`src/fdse_pkg.sv`:
```
// ----------------------------------------------------------------------------
// fdse_pkg: shared types and codes for the Forth data stack executor
// Word codes, result kinds and the controller-to-datapath command struct.
// ----------------------------------------------------------------------------
package fdse_pkg;

  localparam int ModeW  = 5;
  localparam int KindW  = 3;
  localparam int LitW   = 32;
  localparam int ValueW = 32;
  localparam int MaxResults = 64;

  localparam logic [ModeW-1:0] W_LIT  = 5'd0;
  localparam logic [ModeW-1:0] W_PRT  = 5'd1;
  localparam logic [ModeW-1:0] W_DROP = 5'd2;
  localparam logic [ModeW-1:0] W_DUP  = 5'd3;
  localparam logic [ModeW-1:0] W_SWAP = 5'd4;
  localparam logic [ModeW-1:0] W_OVER = 5'd5;
  localparam logic [ModeW-1:0] W_ROT  = 5'd6;
  localparam logic [ModeW-1:0] W_ADD  = 5'd7;
  localparam logic [ModeW-1:0] W_SUB  = 5'd8;
  localparam logic [ModeW-1:0] W_MUL  = 5'd9;
  localparam logic [ModeW-1:0] W_DIV  = 5'd10;
  localparam logic [ModeW-1:0] W_EQ   = 5'd11;
  localparam logic [ModeW-1:0] W_LT   = 5'd12;
  localparam logic [ModeW-1:0] W_GT   = 5'd13;
  localparam logic [ModeW-1:0] W_DUMP = 5'd14;
  localparam logic [ModeW-1:0] W_EMIT = 5'd15;
  localparam logic [ModeW-1:0] W_CR   = 5'd16;

  localparam logic [KindW-1:0] K_DONE  = 3'd0;
  localparam logic [KindW-1:0] K_PRINT = 3'd1;
  localparam logic [KindW-1:0] K_CHAR  = 3'd2;
  localparam logic [KindW-1:0] K_DUMP  = 3'd3;
  localparam logic [KindW-1:0] K_CR    = 3'd4;
  localparam logic [KindW-1:0] K_SKIP  = 3'd5;

  // datapath commands
  typedef enum logic [3:0] {
    C_NOP, C_POP_A, C_POP_B, C_POP_C, C_RD_WAIT, C_PUSH, C_DIV_GO, C_DUMP_RD
  } dp_op_t;

  typedef struct packed {
    dp_op_t           op;
    logic [2:0]       src;   // push source select
  } dp_cmd_t;

  localparam logic [2:0] S_LIT = 3'd0;
  localparam logic [2:0] S_A   = 3'd1;
  localparam logic [2:0] S_B   = 3'd2;
  localparam logic [2:0] S_C   = 3'd3;
  localparam logic [2:0] S_RES = 3'd4;

  typedef struct packed {
    logic div_busy;
    logic a_zero;
  } dp_stat_t;

endpackage

```
`src/fdse_datapath.sv`:
```
// ----------------------------------------------------------------------------
// fdse_datapath: stack memory, operand registers, ALU and divider
// Executes one command per cycle from the controller.
// ----------------------------------------------------------------------------
module fdse_datapath #(
  parameter int STACK_DEPTH = 64,
  parameter int CELL_WIDTH  = 32,
  parameter int CntW        = $clog2(STACK_DEPTH + 1)
) (
  input  logic                         clk,
  input  logic                         rst_n,
  input  fdse_pkg::dp_cmd_t            cmd,
  input  logic [fdse_pkg::ModeW-1:0]   mode,
  input  logic [fdse_pkg::LitW-1:0]    lit,
  input  logic                         div_start,
  input  logic [CntW-1:0]              dump_idx,
  output fdse_pkg::dp_stat_t           stat,
  output logic [CntW-1:0]              count,
  output logic [CELL_WIDTH-1:0]        a_val,
  output logic [CELL_WIDTH-1:0]        rd_val
);
  import fdse_pkg::*;

  localparam int AddrW = $clog2(STACK_DEPTH);

  logic [CELL_WIDTH-1:0] mem [STACK_DEPTH];
  logic [CntW-1:0]       cnt_r;
  logic [CELL_WIDTH-1:0] rd_r, a_r, b_r, c_r, res_r;
  logic                  rd_zero_r;
  logic [1:0]            tgt_r;     // which operand the pending read lands in
  logic                  rd_pend_r;

  // divider
  logic [CELL_WIDTH-1:0] dq_r, drem_r, ddiv_r;
  logic                  dneg_r, dbusy_r;
  logic [$clog2(CELL_WIDTH+1)-1:0] dcnt_r;

  logic [CELL_WIDTH-1:0] push_v, alu_v, a_abs, b_abs;
  logic [CELL_WIDTH-1:0] lit_ext;
  logic [CELL_WIDTH:0]   dtrial;
  logic                  do_push;
  logic [CELL_WIDTH-1:0] trues;
  logic [2*CELL_WIDTH-1:0] prod;

  assign trues = '1;
  assign lit_ext = CELL_WIDTH'({{(CELL_WIDTH > LitW ? CELL_WIDTH-LitW : 0){lit[LitW-1]}}, lit});
  assign prod = b_r * a_r;

  always_comb begin
    case (mode)
      W_ADD:   alu_v = b_r + a_r;
      W_SUB:   alu_v = b_r - a_r;
      W_MUL:   alu_v = prod[CELL_WIDTH-1:0];
      W_EQ:    alu_v = (a_r == b_r) ? trues : '0;
      W_LT:    alu_v = ($signed(b_r) < $signed(a_r)) ? trues : '0;
      W_GT:    alu_v = ($signed(b_r) > $signed(a_r)) ? trues : '0;
      W_DIV:   alu_v = (a_r == '0) ? '0 : (dneg_r ? -dq_r : dq_r);
      default: alu_v = '0;
    endcase
  end

  always_comb begin
    case (cmd.src)
      S_LIT:   push_v = lit_ext;
      S_A:     push_v = a_r;
      S_B:     push_v = b_r;
      S_C:     push_v = c_r;
      default: push_v = res_r;
    endcase
  end

  assign do_push = (cmd.op == C_PUSH) && (cnt_r != CntW'(STACK_DEPTH));
  assign a_abs = a_r[CELL_WIDTH-1] ? -a_r : a_r;
  assign b_abs = b_r[CELL_WIDTH-1] ? -b_r : b_r;
  assign dtrial = {drem_r, dq_r[CELL_WIDTH-1]} - {1'b0, ddiv_r};

  always_ff @(posedge clk) begin
    if (do_push) begin
      mem[cnt_r[AddrW-1:0]] <= push_v;
    end
    // hold the read data while a dump element waits for the output
    if (cmd.op == C_POP_A || cmd.op == C_POP_B || cmd.op == C_POP_C ||
        cmd.op == C_DUMP_RD) begin
      rd_r <= mem[(cmd.op == C_DUMP_RD) ? dump_idx[AddrW-1:0] : AddrW'(cnt_r - 1'b1)];
    end
  end

  always_ff @(posedge clk) begin
    if (!rst_n) begin
      cnt_r     <= '0;
      rd_pend_r <= 1'b0;
      dbusy_r   <= 1'b0;
    end else begin
      rd_pend_r <= 1'b0;
      case (cmd.op)
        C_POP_A, C_POP_B, C_POP_C: begin
          rd_zero_r <= (cnt_r == '0);
          rd_pend_r <= 1'b1;
          tgt_r     <= (cmd.op == C_POP_A) ? 2'd0 : (cmd.op == C_POP_B) ? 2'd1 : 2'd2;
          if (cnt_r != '0) begin
            cnt_r <= cnt_r - 1'b1;
          end
        end
        C_PUSH: begin
          if (do_push) begin
            cnt_r <= cnt_r + 1'b1;
          end
        end
        default: ;
      endcase
      if (rd_pend_r) begin
        case (tgt_r)
          2'd0:    a_r <= rd_zero_r ? '0 : rd_r;
          2'd1:    b_r <= rd_zero_r ? '0 : rd_r;
          default: c_r <= rd_zero_r ? '0 : rd_r;
        endcase
      end
      if (cmd.op == C_RD_WAIT) begin
        res_r <= alu_v;
      end
      // restoring divide on magnitudes, one bit per cycle
      if (div_start) begin
        dq_r    <= b_abs;
        drem_r  <= '0;
        ddiv_r  <= a_abs;
        dneg_r  <= a_r[CELL_WIDTH-1] ^ b_r[CELL_WIDTH-1];
        dcnt_r  <= '0;
        dbusy_r <= (a_r != '0);
      end else if (dbusy_r) begin
        if (!dtrial[CELL_WIDTH]) begin
          drem_r <= dtrial[CELL_WIDTH-1:0];
          dq_r   <= {dq_r[CELL_WIDTH-2:0], 1'b1};
        end else begin
          drem_r <= {drem_r[CELL_WIDTH-2:0], dq_r[CELL_WIDTH-1]};
          dq_r   <= {dq_r[CELL_WIDTH-2:0], 1'b0};
        end
        dcnt_r <= dcnt_r + 1'b1;
        if (dcnt_r == ($bits(dcnt_r))'(CELL_WIDTH - 1)) begin
          dbusy_r <= 1'b0;
        end
      end
    end
  end

  assign stat.div_busy = dbusy_r;
  assign stat.a_zero   = (a_r == '0);
  assign count  = cnt_r;
  assign a_val  = a_r;
  assign rd_val = rd_r;

endmodule

```
`src/fdse_ctrl.sv`:
```
// ----------------------------------------------------------------------------
// fdse_ctrl: word sequencer
// Steps pops, the ALU or divider, pushes and result emission for one word.
// ----------------------------------------------------------------------------
module fdse_ctrl #(
  parameter int CntW = 7
) (
  input  logic                        clk,
  input  logic                        rst_n,
  input  logic                        in_fire,
  input  logic [fdse_pkg::ModeW-1:0]  in_mode,
  output logic                        busy,
  output logic [fdse_pkg::ModeW-1:0]  mode,
  output fdse_pkg::dp_cmd_t           cmd,
  output logic                        div_start,
  output logic [CntW-1:0]             dump_idx,
  input  fdse_pkg::dp_stat_t          stat,
  input  logic [CntW-1:0]             count,
  // result request toward the output register
  output logic                        res_req,
  output logic [fdse_pkg::KindW-1:0]  res_kind,
  output logic                        res_from_rd,
  output logic                        res_from_a,
  output logic                        res_last,
  input  logic                        res_room
);
  import fdse_pkg::*;

  typedef enum logic [3:0] {
    ST_IDLE, ST_POP1, ST_POP2, ST_POP3, ST_WAIT, ST_DIVW, ST_ALU, ST_PUSH,
    ST_EMIT, ST_DRD, ST_DOUT
  } st_t;

  st_t              st_r;
  logic [ModeW-1:0] mode_r;
  logic [2:0]       step_r;
  logic [CntW-1:0]  idx_r;
  logic [6:0]       nleft_r;

  assign busy = (st_r != ST_IDLE);
  assign mode = mode_r;
  assign dump_idx = idx_r;

  // number of pops for the word
  function automatic logic [1:0] npops(input logic [ModeW-1:0] m);
    case (m)
      W_PRT, W_DROP, W_DUP, W_EMIT: npops = 2'd1;
      W_SWAP, W_OVER, W_ADD, W_SUB, W_MUL, W_DIV, W_EQ, W_LT, W_GT: npops = 2'd2;
      W_ROT: npops = 2'd3;
      default: npops = 2'd0;
    endcase
  endfunction

  always_comb begin
    cmd = '{op: C_NOP, src: S_LIT};
    div_start = 1'b0;
    res_req = 1'b0;
    res_kind = K_DONE;
    res_from_rd = 1'b0;
    res_from_a = 1'b0;
    res_last = 1'b1;
    case (st_r)
      ST_POP1: cmd.op = C_POP_A;
      ST_POP2: cmd.op = C_POP_B;
      ST_POP3: cmd.op = C_POP_C;
      ST_WAIT: cmd.op = C_NOP;
      ST_DIVW: div_start = (step_r == 3'd0);
      ST_ALU:  cmd.op = C_RD_WAIT;
      ST_PUSH: begin
        cmd.op = C_PUSH;
        case (mode_r)
          W_LIT:  cmd.src = S_LIT;
          W_DUP:  cmd.src = S_A;
          W_SWAP: cmd.src = (step_r == 3'd0) ? S_A : S_B;
          W_OVER: cmd.src = (step_r == 3'd1) ? S_A : S_B;
          W_ROT:  cmd.src = (step_r == 3'd0) ? S_B : (step_r == 3'd1) ? S_A : S_C;
          default: cmd.src = S_RES;
        endcase
      end
      ST_DRD: cmd.op = C_DUMP_RD;
      ST_EMIT: begin
        res_req = 1'b1;
        res_from_a = 1'b1;
        case (mode_r)
          W_PRT:  res_kind = K_PRINT;
          W_EMIT: res_kind = K_SKIP;   // refined in top from value range
          W_CR:   begin res_kind = K_CR; res_from_a = 1'b0; end
          default: res_from_a = 1'b0;
        endcase
      end
      ST_DOUT: begin
        res_req = 1'b1;
        res_kind = K_DUMP;
        res_from_rd = 1'b1;
        res_last = (idx_r == '0) || (nleft_r == 7'd1);
      end
      default: ;
    endcase
  end

  always_ff @(posedge clk) begin
    if (!rst_n) begin
      st_r <= ST_IDLE;
    end else begin
      case (st_r)
        ST_IDLE: if (in_fire) begin
          mode_r <= in_mode;
          step_r <= '0;
          if (in_mode == W_DUMP) begin
            if (count == '0) begin
              st_r <= ST_EMIT;
            end else begin
              idx_r   <= count - 1'b1;
              nleft_r <= 7'(MaxResults);
              st_r    <= ST_DRD;
            end
          end else if (in_mode == W_LIT) begin
            st_r <= ST_PUSH;
          end else if (npops(in_mode) != 2'd0) begin
            st_r <= ST_POP1;
          end else begin
            st_r <= ST_EMIT;
          end
        end
        ST_POP1: begin
          // divide by zero pops only the divisor: decided after A lands
          st_r <= (npops(mode_r) >= 2'd2 && mode_r != W_DIV) ? ST_POP2 : ST_WAIT;
        end
        ST_POP2: st_r <= (npops(mode_r) == 2'd3) ? ST_POP3 : ST_WAIT;
        ST_POP3: st_r <= ST_WAIT;
        ST_WAIT: begin
          if (mode_r == W_DIV) begin
            case (step_r)
              3'd0: step_r <= 3'd1;
              3'd1: begin
                // zero divisor: skip the dividend pop and push zero
                if (stat.a_zero) begin
                  step_r <= '0;
                  st_r   <= ST_ALU;
                end else begin
                  step_r <= 3'd2;
                  st_r   <= ST_POP2;
                end
              end
              default: begin
                step_r <= '0;
                st_r   <= ST_DIVW;
              end
            endcase
          end else begin
            case (mode_r)
              W_PRT, W_EMIT: st_r <= ST_EMIT;
              W_DROP:        st_r <= ST_EMIT;
              W_DUP, W_SWAP, W_OVER, W_ROT: st_r <= ST_PUSH;
              default:       st_r <= ST_ALU;
            endcase
          end
        end
        ST_DIVW: begin
          step_r <= 3'd1;
          if (step_r != 3'd0 && !stat.div_busy) begin
            step_r <= '0;
            st_r   <= ST_ALU;
          end
        end
        ST_ALU: st_r <= ST_PUSH;
        ST_PUSH: begin
          step_r <= step_r + 1'b1;
          if ((mode_r == W_DUP && step_r == 3'd1) ||
              (mode_r == W_SWAP && step_r == 3'd1) ||
              (mode_r == W_OVER && step_r == 3'd2) ||
              (mode_r == W_ROT && step_r == 3'd2) ||
              (mode_r != W_DUP && mode_r != W_SWAP && mode_r != W_OVER &&
               mode_r != W_ROT)) begin
            st_r <= ST_EMIT;
          end
        end
        ST_EMIT: if (res_room) begin
          st_r <= ST_IDLE;
        end
        ST_DRD: st_r <= ST_DOUT;
        ST_DOUT: if (res_room) begin
          if (res_last) begin
            st_r <= ST_IDLE;
          end else begin
            idx_r   <= idx_r - 1'b1;
            nleft_r <= nleft_r - 1'b1;
            st_r    <= ST_DRD;
          end
        end
        default: st_r <= ST_IDLE;
      endcase
    end
  end

endmodule

```
`src/forth_data_stack_executor.sv`:
```
// Throughput: one word at a time; the next item is taken the cycle after the word's
// last result is registered. The divider retires one quotient bit per cycle, and the
// single stack memory port sets the step count of the other words.
// Reset (rst_n low, synchronous) empties the stack; cell contents are not cleared.
// ----------------------------------------------------------------------------
// forth_data_stack_executor: top level
// Stream ports around the sequencer, datapath and output register.
// ----------------------------------------------------------------------------
module forth_data_stack_executor #(
  parameter int STACK_DEPTH = 64,
  parameter int CELL_WIDTH  = 32
) (
  input  logic        clk,
  input  logic        rst_n,
  input  logic        in_tvalid,
  output logic        in_tready,
  input  logic [31:0] in_tdata,   // [31:0] literal_value
  input  logic [4:0]  in_tuser,   // [4:0] mode
  output logic        out_tvalid,
  input  logic        out_tready,
  output logic [39:0] out_tdata,  // [31:0] value, [38:32] depth
  output logic [2:0]  out_tuser,  // [2:0] kind
  output logic        out_tlast
);
  import fdse_pkg::*;

  localparam int CntW = $clog2(STACK_DEPTH + 1);

  dp_cmd_t          cmd;
  dp_stat_t         stat;
  logic [ModeW-1:0] mode;
  logic             busy, div_start, res_req, res_from_rd, res_from_a, res_last, res_room;
  logic [KindW-1:0] res_kind, kind_fix;
  logic [CntW-1:0]  count, dump_idx;
  logic [CELL_WIDTH-1:0] a_val, rd_val, sel_val;
  logic             in_fire;
  logic [LitW-1:0]  lit_r;

  logic             ov_r;
  logic [KindW-1:0] ok_r;
  logic [ValueW-1:0] oval_r;
  logic [6:0]       odep_r;
  logic             olast_r;

  assign in_tready = !busy;
  assign in_fire   = in_tvalid && in_tready;
  assign res_room  = !ov_r || out_tready;

  // hold the literal of the accepted item for the push step
  always_ff @(posedge clk) begin
    if (in_fire) begin
      lit_r <= in_tdata;
    end
  end

  fdse_ctrl #(.CntW(CntW)) u_ctrl (
    .clk, .rst_n, .in_fire, .in_mode(in_tuser), .busy, .mode, .cmd, .div_start,
    .dump_idx, .stat, .count, .res_req, .res_kind, .res_from_rd, .res_from_a,
    .res_last, .res_room
  );

  fdse_datapath #(.STACK_DEPTH(STACK_DEPTH), .CELL_WIDTH(CELL_WIDTH), .CntW(CntW)) u_dp (
    .clk, .rst_n, .cmd, .mode, .lit(lit_r), .div_start, .dump_idx, .stat,
    .count, .a_val, .rd_val
  );

  assign sel_val = res_from_rd ? rd_val : res_from_a ? a_val : '0;

  always_comb begin
    kind_fix = res_kind;
    if (mode == W_EMIT) begin
      kind_fix = (!sel_val[CELL_WIDTH-1] && sel_val != '0 &&
                  sel_val < CELL_WIDTH'(128)) ? K_CHAR : K_SKIP;
    end
  end

  always_ff @(posedge clk) begin
    if (!rst_n) begin
      ov_r <= 1'b0;
    end else begin
      if (out_tready) begin
        ov_r <= 1'b0;
      end
      if (res_req && res_room) begin
        ov_r    <= 1'b1;
        ok_r    <= kind_fix;
        oval_r  <= ValueW'(sel_val);
        odep_r  <= 7'(count);
        olast_r <= res_last;
      end
    end
  end

  assign out_tvalid = ov_r;
  assign out_tuser  = ok_r;
  assign out_tdata  = {1'b0, odep_r, oval_r};
  assign out_tlast  = olast_r;

endmodule

```
`config.mk`:
```
export PLATFORM = sky130hd
export DESIGN_NAME = forth_data_stack_executor
export DESIGN_NICKNAME = d
export VERILOG_FILES = /design/src/fdse_pkg.sv /design/src/fdse_datapath.sv /design/src/fdse_ctrl.sv /design/src/forth_data_stack_executor.sv
export SDC_FILE = /design/constraint.sdc
export NUM_CORES = 2
export LEC_CHECK = 0
export BUFFER_PORTS_ARGS = -buffer_cell sky130_fd_sc_hd__buf_4
export CAP_MARGIN = 5
export CORE_UTILIZATION = 55
export DETAILED_ROUTE_END_ITERATION = 16
export HOLD_SLACK_MARGIN = 0.15
export PLACE_DENSITY_LB_ADDON = 0.2
export SLEW_MARGIN = 10
export SYNTH_ARGS = -nofsm -noshare
export SYNTH_HDL_FRONTEND = slang
export SYNTH_SLANG_ARGS = --single-unit
```
`constraint.sdc`:
```
create_clock -name clk -period 8.6 [get_ports clk]
set_clock_uncertainty 0.1 [all_clocks]
set_input_delay 0.86 -clock clk [delete_from_list [all_inputs] [get_ports clk]]
set_output_delay 0.86 -clock clk [all_outputs]
set_load 0.005 [all_outputs]
```
==> impl_metrics.py <==
metrics = {
    "status": {
        "status": "complete, no violations",
    },
    "global_routing": {
        "grt_usage_pct": 30.7,
        "grt_pass1_wl_mm": 475,
        "antenna_found_initial": 11,
        "grt_pass1_vias": 67625,
        "gr-total-overflow": 0,
        "grt_max_degree": 133,
    },
    "pwr": {
        "ir_drop_mv": 0.322,
        "p_sw_share_pct": 30.2,
        "internal-power_mw": 22.2,
        "clockPowerShare_pct": 31.9,
        "pwr-share-seq_pct": 43.7,
        "power.density_nw_per_um2": 241,
        "p_switching_mw": 9.59,
        "comb_power_share_pct": 24.3,
        "p_leak_nw": 45.8,
    },
    "route": {
        "routed_wl_mm": 330,
        "wl_met3_mm": 26.4,
        "dr_wl_met2_mm": 153,
        "firstDrtPassIters": 6,
        "met1_length_mm": 127,
        "vias_per_cell": 6.34,
        "drtIter0Drc": 7714,
        "wire_per_inst_um": 31.1,
        "routed.top_layer": "met4",
        "route.vias.total": 67135,
        "drc": 0,
        "ant_nets": 0,
    },
    "yosys": {
        "syn_inst": 7358,
        "synth_nets": 8043,
        "ys_seq_area_share_pct": 61.5,
        "synth.area.top_cells": "edfxtp_1 (61%), mux4_2 (9.8%), fa_1 (7.0%), mux2i_1 (4.6%), ha_1 (2.5%)",
        "synth-edff-count": 2411,
        "synth_top_cell_by_area": "edfxtp_1",
        "yosys_warnings": 0,
        "ys_seq_elements": 2427,
        "synth_cell_types": 95,
        "syn-mean-instance-area_um2": 16.1,
        "synth.cell_area_um2": 118000,
        "synthArstFlopShare_pct": 0,
        "synth_top_area_share_pct": 61.2,
        "ys.flop_type": "edfxtp_1",
        "synth_common_cells": "edfxtp_1 (2,411), mux2i_1 (547), mux4_2 (512)",
        "synth_most_common_cell": "edfxtp_1",
    },
    "clock_network": {
        "cts_root_buf": "clkbuf_16",
        "h-tree-depth": 4,
        "clock-sinks": 2427,
        "cts_max_path_buffers": 3,
        "cts_tree": "done",
        "path_clk_slew_ns": 0.07,
        "numCtsBuffers": 236,
        "clkLatencyLatePin_ns": 0.90,
    },
    "placement": {
        "dp_slack_ns": 0.742,
        "hpwlAfterDp_mm": 209,
        "gp_congestion": 0.991,
        "io_buffers": 85,
    },
    "setup_path": {
        "path_common_cell": "fa_1",
        "crit_type": "register to register",
        "critPathLaunchType": "register",
        "slowest_delay_ns": 0.96,
        "crit_arrival_ns": 8.43,
        "end_kind": "register",
        "crit_required_ns": 9.08,
        "cp_max_fo": 21,
        "worst_path_max_delay_cell": "edfxtp_1",
        "crit_chain": "ha_1 > fa_1 > fa_1 > inv_1 > fa_1 > fa_1 > inv_1 > ha_1 > ha_1 > fa_1 > fa_1 > ha_1 > nand3_1 > nor4_1 > o211ai_1 > and2_1 > o21ai_0 > xor2_1 > a211oi_1 > o311ai_1",
    },
    "floorplan": {
        "boundaryPins": 87,
        "core_um2": 213000,
        "die-width_um": 466,
        "placementRows": 169,
        "initial_core_util_pct": 55.5,
        "die_h_um": 466,
        "die-area_um2": 217000,
    },
    "sta": {
        "tightest_slew_ns": 1.33,
        "fin_ws_ns": 0.649,
        "finalCritPeriodShare_pct": 92.5,
        "fin_tns_setup_ns": 0,
        "drv_slew": 0,
        "setup_viol_count_final": 0,
        "slew-limit-headroom_pct": 8.78,
        "finalHoldViolations": 0,
        "period_needed_ns": 7.95,
        "timing.fmax_mhz": 126,
        "rsz0062_at_grt": "no",
    },
    "min_path": {
        "min_path_type": "primary input to register",
    },
    "cells_and_area": {
        "areaGrowthSynthToFinish_pct": 11.4,
        "fillCellCount": 15406,
        "fin_nets": 8237,
        "layout-drive-gt1-share_pct": 17.5,
    },
    "run": {
        "maxCapViolCount": 0,
    },
}
-- per-layer routing --
layer  up-vias  GRT usage [%]
li1      28161              -
met1     35066           41.5
met2      3207           47.4
met3       701           5.12
met4         0           18.0
met5         -              0
-- sequential cells by signal (all words and copies together), names as in the netlist, 7 cells and up, named ones only --
register / cells
u_dp.c_r: 32
oval_r: 32
u_dp.ddiv_r: 32
u_dp.drem_r: 32
u_dp.mem: 2048
u_dp.a_val: 32
u_dp.res_r: 32
odep_r: 7
u_ctrl.nleft_r: 7
u_dp.count: 7
u_dp.dq_r: 32
u_dp.b_r: 32
u_ctrl.dump_idx: 7
lit_r: 32
u_dp.rd_val: 32
-- power by group through the flow --
| stage | combinational [mW] | clock (mW) | sequential [mW] |
|---|---|---|---|
| 3_3_place_gp | 7.51 | 0 | 14.1 |
| 5_1_grt | 8.19 | 10.7 | 13.9 |
| 6_report | 7.73 | 10.1 | 13.9 |
| 4_1_cts | 7.67 | 10.3 | 13.9 |
| 2_1_floorplan | 4.83 | 0 | 14.1 |
| 3_5_place_dp | 7.62 | 0 | 14.1 |
-- cell type report --
type / count / area [µm²] / area share, %
clock inverters: 140 / 1430 / 1.09
clock buffers: 297 / 6160 / 4.68
well taps: 2821 / 3530 / 2.68
diodes: 10 / 25.0 / 0.0190
multi-input cells: 4001 / 42800 / 32.5
repair buffers: 377 / 3120 / 2.37
flip-flops and latches: 2427 / 72700 / 55.2
inverters: 509 / 1910 / 1.45
-- repair_timing --
action,in CTS,in global routing
setup buffers,0,0
hold endpoints to repair,37,0
gates resized for setup,0,0
hold buffers,37,0
-- placed cells by master, fill, tap and decap left out, drive strengths merged, types with 19 or more instances in the layout --
cell | Yosys | routed
mux2i | 547 | 547
inv | 508 | 513
and2 | 266 | 266
o211ai | 28 | 28
nand2b | 32 | 32
xor2 | 80 | 80
edfxtp | 2411 | 2411
fa | 411 | 411
nor2 | 320 | 320
ha | 233 | 233
o31ai | 35 | 35
clkbuf | 236 | 297
and3 | 20 | 20
xnor2 | 154 | 154
a22o | 36 | 36
nor3 | 58 | 58
a31oi | 19 | 19
o21ai | 157 | 157
nand2 | 387 | 387
buf | 185 | 340
a221oi | 42 | 42
nor2b | 61 | 61
clkinv | 1 | 106
o41ai | 20 | 20
nand3 | 66 | 66
a21o | 38 | 38
a21oi | 178 | 178
dlygate4sd3 | 0 | 37
nor4 | 28 | 28
mux4 | 512 | 512
or3 | 27 | 27
o21a | 20 | 20
-- worst paths after layout --
check	endpoint	cells after the start	slack (ns)	startpoint
setup reg to reg	u_dp.res_r[28]	20	0.65	u_dp.a_val[6]
setup / recovery	u_dp.res_r[28]	20	0.65	u_dp.a_val[6]
hold / removal	out_tvalid	3	0.28	out_tready
hold reg to reg	odep_r[6]	0	0.47	u_dp.count[6]
-- cell families (layout without fill, tap and decap cells) --
kind of cell	Yosys count	count (layout)	synth area share, %
DFF	2427	2427	61.5
xor gates and xnor gates	234	234	1.73
other	1	11	0.00317
adders and majority gates	644	644	9.43
AOI/OAI and AO/OA	726	726	4.20
muxes	1059	1059	14.4
buffers and inverters	930	1323	3.12
and+or+nand+nor	1337	1337	5.62
-- metrics by stage --
step           total power [mW]  utilization, %  cells  instance area, µm²  hold slack [ns]
6_report                   31.7            61.9  10582              132000            0.277
5_1_grt                    32.8            61.8  10576              132000            0.256
4_1_cts                    31.8            61.8  10572              132000            0.208
3_5_place_dp               21.7            58.1  10098              124000            0.467
3_3_place_gp               21.6            58.1  10095              124000            0.455
2_1_floorplan              18.9               -   7358              118000            0.303
-- critical path, delay by kind of cell, from the launching register on --
family / cells / cell delay, ns
AOI/OAI and AO/OA: 4 / 0.91
xor gates and xnor gates: 1 / 0.17
adders and majority gates: 10 / 4.36
buffers and inverters: 2 / 0.10
DFF: 1 / 0.96
and+or+nand+nor: 3 / 1.02
Power figures use the tool's default switching activity.
